### src/rtl/fpbs_pkg.sv
// Package for the farthest-pair bounding sphere block.
// Holds widths, queue word type, back-end state enum. No dependencies.
`timescale 1ns / 1ps
`default_nettype none
package fpbs_pkg;
   localparam int CoordW = 24;
   localparam int DistW  = 50;

   typedef struct packed {
      logic signed [CoordW-1:0] x;
      logic signed [CoordW-1:0] y;
      logic signed [CoordW-1:0] z;
      logic                     last;
   } point_type;

   typedef enum logic [3:0] {
      ST_IDLE, ST_RD, ST_DIFF, ST_SQ, ST_SUM, ST_CMP, ST_WR, ST_FETCH_F, ST_FETCH_S,
      ST_SQRT, ST_OUT
   } back_state_type;
endpackage
`default_nettype wire

### src/rtl/fpbs_front.sv
// Front end: two-entry queue toward the back end.
// Depends on fpbs_pkg.
`timescale 1ns / 1ps
`default_nettype none
module fpbs_front (
   input  wire                   clock,
   input  wire                   reset,
   input  wire                   in_valid,
   output logic                  in_ready,
   input  fpbs_pkg::point_type   in_word,
   output logic                  out_valid,
   input  wire                   out_ready,
   output fpbs_pkg::point_type   out_word
);
   import fpbs_pkg::*;

   point_type  q_ff [2];
   logic [1:0] cnt_ff, cnt_in;
   logic       rd_ff, rd_in;
   logic       wr_ff, wr_in;
   logic       push, pop;

   assign in_ready  = (cnt_ff != 2'd2);
   assign out_valid = (cnt_ff != 2'd0);
   assign out_word  = q_ff[rd_ff];
   assign push      = in_valid && in_ready;
   assign pop       = out_valid && out_ready;

   always_comb begin
      cnt_in = cnt_ff + {1'b0, push} - {1'b0, pop};
      rd_in  = rd_ff ^ pop;
      wr_in  = wr_ff ^ push;
   end

   always_ff @(posedge clock) begin
      if (reset) begin
         cnt_ff <= '0;
         rd_ff  <= 1'b0;
         wr_ff  <= 1'b0;
      end else begin
         cnt_ff <= cnt_in;
         rd_ff  <= rd_in;
         wr_ff  <= wr_in;
      end
      if (push) q_ff[wr_ff] <= in_word;
   end
endmodule
`default_nettype wire

### config.mk
export PLATFORM = sky130hd
export DESIGN_NAME = fpbs_front
export DESIGN_NICKNAME = d
export VERILOG_FILES = /design/src/rtl/fpbs_pkg.sv /design/src/rtl/fpbs_front.sv
export SDC_FILE = /design/constraint.sdc
export NUM_CORES = 1
export LEC_CHECK = 0
export ABC_AREA = 0
export ABC_CLOCK_PERIOD_IN_PS = 2850
export BUFFER_PORTS_ARGS = -buffer_cell sky130_fd_sc_hd__buf_2
export CAP_MARGIN = 0
export CORE_MARGIN = 3
export CORE_UTILIZATION = 49
export CTS_BUF_LIST = sky130_fd_sc_hd__clkbuf_4 sky130_fd_sc_hd__clkbuf_8
export DETAILED_ROUTE_END_ITERATION = 12
export PLACE_DENSITY_LB_ADDON = 0.12
export SETUP_SLACK_MARGIN = 0.5
export SKIP_CTS_REPAIR_TIMING = 1
export SYNTH_ARGS = -nofsm -noshare
export SYNTH_HDL_FRONTEND = slang
export SYNTH_SLANG_ARGS = --single-unit
### constraint.sdc
create_clock -name clock -period 2.85 [get_ports clock]
set_input_delay 0.57 -clock clock [delete_from_list [all_inputs] [get_ports clock]]
set_output_delay 0.57 -clock clock [all_outputs]
set_load 0.01 [all_outputs]
# Word level (Yosys, flattened, before mapping)
# Memories as Yosys holds them, arrays and structs flattened. A register that Yosys moved wholly into a read port is not among the register bits.
# Cells that the tools add are included.
[word_totals] regBits=4 ram_bits=146 in_bits=77 out_inout_bits=75 elab_cells=15 memories=1
[memory_table] name="q_ff" depth=2 width=73 read_ports=1 rd_ports_with_merged_regs=1 write_ports=1 line_no="fpbs_front.sv:17" source="point_type q_ff [2];"
[classes] addsub=2 eq_ne=1 muxes=3 n_bitwise=2 reduce_logical=3
[op_table] op="$mux W1" n=3
[op_table] op="$add A2 B1 Y2" n=1
[op_table] op="$logic_and A1 B1 Y1" n=2
[op_table] op="$ne A2 B2 Y1 const B" n=1
[op_table] op="$reduce_bool A2 Y1" n=1
[op_table] op="$sub A2 B1 Y2" n=1
[op_table] op="$xor A1 B1 Y1" n=2

# Logic depth before layout (Yosys ltp)
[logic_depth] word_depth=4 ltp_mapped=6 mapped_depth_nobuf=6

# Worst setup path after synthesis
# No wires, ideal clock.
[synth_path] path_type="register to register" start="register cnt_ff[0]" end="memory q_ff[0][0] (netlist name) (enable)" setup_ns=0.439 arrival_ns=2.491 t_required_ns=2.411 path_slack_ns=-0.081 stages_incl_launch_ff=4 path_buffers=0 synth_period_minus_slack_ns=2.931 cell_sequence="dfxtp_1 > nand2b_1 > and2_1 > ha_1"
[synth_between] elab_chain_len=4
[synth_lines] element="start, declared" line_no="fpbs_front.sv:18" source="logic [1:0] cnt_ff, cnt_in;"
[synth_lines] element="start signal, assigned" line_no="fpbs_front.sv:41" source="cnt_ff <= cnt_in;"
[synth_lines] element="$ne A2 B2 Y1" line_no="fpbs_front.sv:23" source="assign in_ready = (cnt_ff != 2'd2);"
[synth_lines] element="net in_ready" line_no="fpbs_front.sv:9" source="output logic in_ready,"
[synth_lines] element="$logic_and A1 B1 Y1" line_no="fpbs_front.sv:26" source="assign push = in_valid && in_ready;"
[synth_lines] element="$mux W1" line_no="fpbs_front.sv:45" source="if (push) q_ff[wr_ff] <= in_word;"
[synth_lines] element="$mux W1 (implied by the code)" line_no="fpbs_front.sv:45"
[synth_lines] element="end, declared" line_no="fpbs_front.sv:17"
# The timed path passes the listed nets, and every way through them passes these cells.

==> results.cfg <==
[outcome]
run_status = finished, final reports clean

[floorplan]
num_rows = 38
floorplan_die_width_um = 112
floorplan.initialDensity = 0.505
die_height_um = 112
io_pins = 152
design.core.area_um2 = 10900
total_die_area_um2 = 12500

[timing]
finalSetupTns_ps = 0
timing.fmax_mhz = 463
hold_violations = 0
finalMaxSlewViolations = 0
layout_worst_path_cycle_share = 0.758
timing.clock.skew_ps = 9.10
final_setup_violations = 0
layout_min_cycle_time_ps = 2160
rsz_0062_raised_after_global_routing = no
timing_worst_slew_pin_value_ps = 522
slew-limit-headroom = 0.652
worst_slack_ps = 690

[grt]
antenna_found_initial = 2
overflow = 0
grt_util_all_layers = 0.167
grt_pass1_vias = 3040
grt_max_degree = 40
grt_first_pass_wirelength_mm = 15.6

[logic_synthesis]
share_of_cell_area_taken_by_muxes_after_synthesis = 0.152
synth_seq_area_share = 0.812
synth-compound-area-share = 0.00660
yosys_warns = 0
synth_nets = 333
synth.cell_area_um2 = 5500
yosys.cell_types.count = 21
synth_fa_ha_area_frac = 0.00455
share_of_the_synthesized_netlist_area_taken_by_xor_and_xnor_gates = 0.00159
mean_post_synth_cell_area_um2 = 21.6
share_of_synthesized_cell_area_in_and_or_nand_and_nor_gates = 0.0125
synth_top_family_by_area = multiplexers
netlist_instances = 254
yosys_register_bits = 150

[setup_path]
cp-start-kind = flop
worstPathCellList = buf_4, mux2_2, buf_2
arrival_ps = 1590
worst_path_largest_cell_delay_ps = 420
crit_path_end_kind = output port
worst_path_dominant_cell_family = flip-flops
crit_type = flop to output port
worst-endpoint-required_ps = 2280
worst-path-max-fanout = 12
crit_buf_inv = 2
cp_slowest_cell = sky130_fd_sc_hd__dfxtp_4

[routing]
route.detailed.wl_per_inst_um = 17.3
vias = 2869
remaining_drc_errors = 0
first_iter_violations = 124
detail_route.wirelength_mm = 10.0
vias_per_cell = 4.96
ant_nets = 0
dr.pass1.iters = 4

[finish]
n_fill_cell = 826
layout.cells.most_common = sky130_fd_sc_hd__buf_2
final_cell_mix = sky130_fd_sc_hd__buf_2 (151), sky130_fd_sc_hd__edfxtp_1 (146), sky130_fd_sc_hd__mux2_2 (73)
finish.net_count = 504
area_growth_pct = 26.2
finalInstanceArea_um2 = 6930
antenna_cells_inserted = 0
layout.core_utilization = 0.637
multi_input_area_um2 = 990
layout_cells_sized_above_1 = 0.614
sequential_cell_area_in_the_final_layout_um2 = 4470

[clock_tree]
clkTransAtPathRegs_ps = 80
cts_buffer_depth = 2
tritoncts_clock_tree = built
clk_latency_ps = 430
htree_num_levels = 4
cts_made_buffers = 17
ctsRootBufferMaster = sky130_fd_sc_hd__clkbuf_8
cts.sink_count = 150

[placed_design]
preCtsSetupSlack_ps = 827
numPortBuffers = 151
placement.cell_area_um2 = 6480
dp_hpwl_mm = 6.75
place.gp.congestion = 0.714

[min_path]
timing.hold.worst.class = primary input to flop

[job]
max_cap_violations = 0

[pwr]
powerDensity_nw_per_um2 = 828
p_leak_nw = 2.60
max-vdd-ir-drop_v = 0.000399
-- per-layer routing --
metal	GRT usage	up-vias	wire length (um)
met5	0	-	40
met3	0.0603	17	699
met2	0.266	106	4950
li1	-	1350	-
met1	0.203	1392	4160
met4	0.0787	4	172
-- sequential cells by signal, summed over array words and instances (netlist names) --
name    cells
wr_ff       1
cnt_ff      2
q_ff      146
rd_ff       1
-- final timing paths --
kind / startpoint / endpoint / cells past startpoint / slack [ps]
max reg2reg: cnt_ff[0] / q_ff[0][3] / 4 / 1010
min: in_word[16] / q_ff[1][16] / 1 / 320
min reg2reg: wr_ff / wr_ff / 3 / 610
max: rd_ff / out_word[14] / 3 / 690
-- logic make-up after synthesis --
| group | after synthesis |
|---|---|
| buffers and inverters | 9 |
| and+or+nand+nor | 13 |
| adders and majority gates | 2 |
| DFF | 150 |
| xor gates and xnor gates | 1 |
| AOI/OAI and AO/OA | 5 |
| muxes | 74 |
-- stage by stage --
stage,cells,hold WS [ps],power [W]
2_1_floorplan,254,553,0.00361
3_3_place_gp,544,580,0.00410
4_1_cts,576,281,0.00580
6_report,578,324,0.00574
5_1_grt,578,286,0.00603
3_5_place_dp,544,603,0.00412
-- cells in the mapped netlist --
cell	instances	area [um2]
sky130_fd_sc_hd__edfxtp_1	146	4380
sky130_fd_sc_hd__mux2_2	73	822
sky130_fd_sc_hd__buf_4	6	45.0
sky130_fd_sc_hd__nor2_1	5	18.8
sky130_fd_sc_hd__dfxtp_1	4	80.1
sky130_fd_sc_hd__buf_2	2	10.0
sky130_fd_sc_hd__ha_1	2	25.0
sky130_fd_sc_hd__nor2b_1	2	12.5
sky130_fd_sc_hd__o21ai_0	2	10.0
sky130_fd_sc_hd__a211oi_1	1	7.51
sky130_fd_sc_hd__a21bo_1	1	10.0
sky130_fd_sc_hd__a32oi_1	1	8.76
sky130_fd_sc_hd__and2_1	1	6.26
sky130_fd_sc_hd__and2b_1	1	7.51
sky130_fd_sc_hd__and3_1	1	6.26
sky130_fd_sc_hd__inv_1	1	3.75
sky130_fd_sc_hd__mux2_1	1	11.3
sky130_fd_sc_hd__nand2b_1	1	6.26
sky130_fd_sc_hd__nand3_1	1	5.00
sky130_fd_sc_hd__or2_2	1	6.26
sky130_fd_sc_hd__xor2_1	1	8.76
-- worst reg2reg max path, delay by kind of cell, from the launching register on --
family	cells	cell delay, ps
flops	1	440
fa+ha+maj	1	380
buf+inv	1	330
simple gates	2	370
-- layout make-up --
type / instances / area share
Multi-Input combinational cell: 95 / 0.143
Clock inverter: 11 / 0.0215
Timing Repair Buffer: 160 / 0.126
Clock buffer: 21 / 0.0399
Sequential cell: 150 / 0.644
Inverter: 1 / 0.000541
Tap cell: 140 / 0.0253
-- power breakdown --
group | internal, W | switching (W) | total (W)
clock network | 0.000934 | 0.000741 | 0.00168
registers | 0.00273 | 0.0000807 | 0.00281
logic | 0.000620 | 0.000641 | 0.00126
No activity file was read; power rests on OpenSTA's default activity.
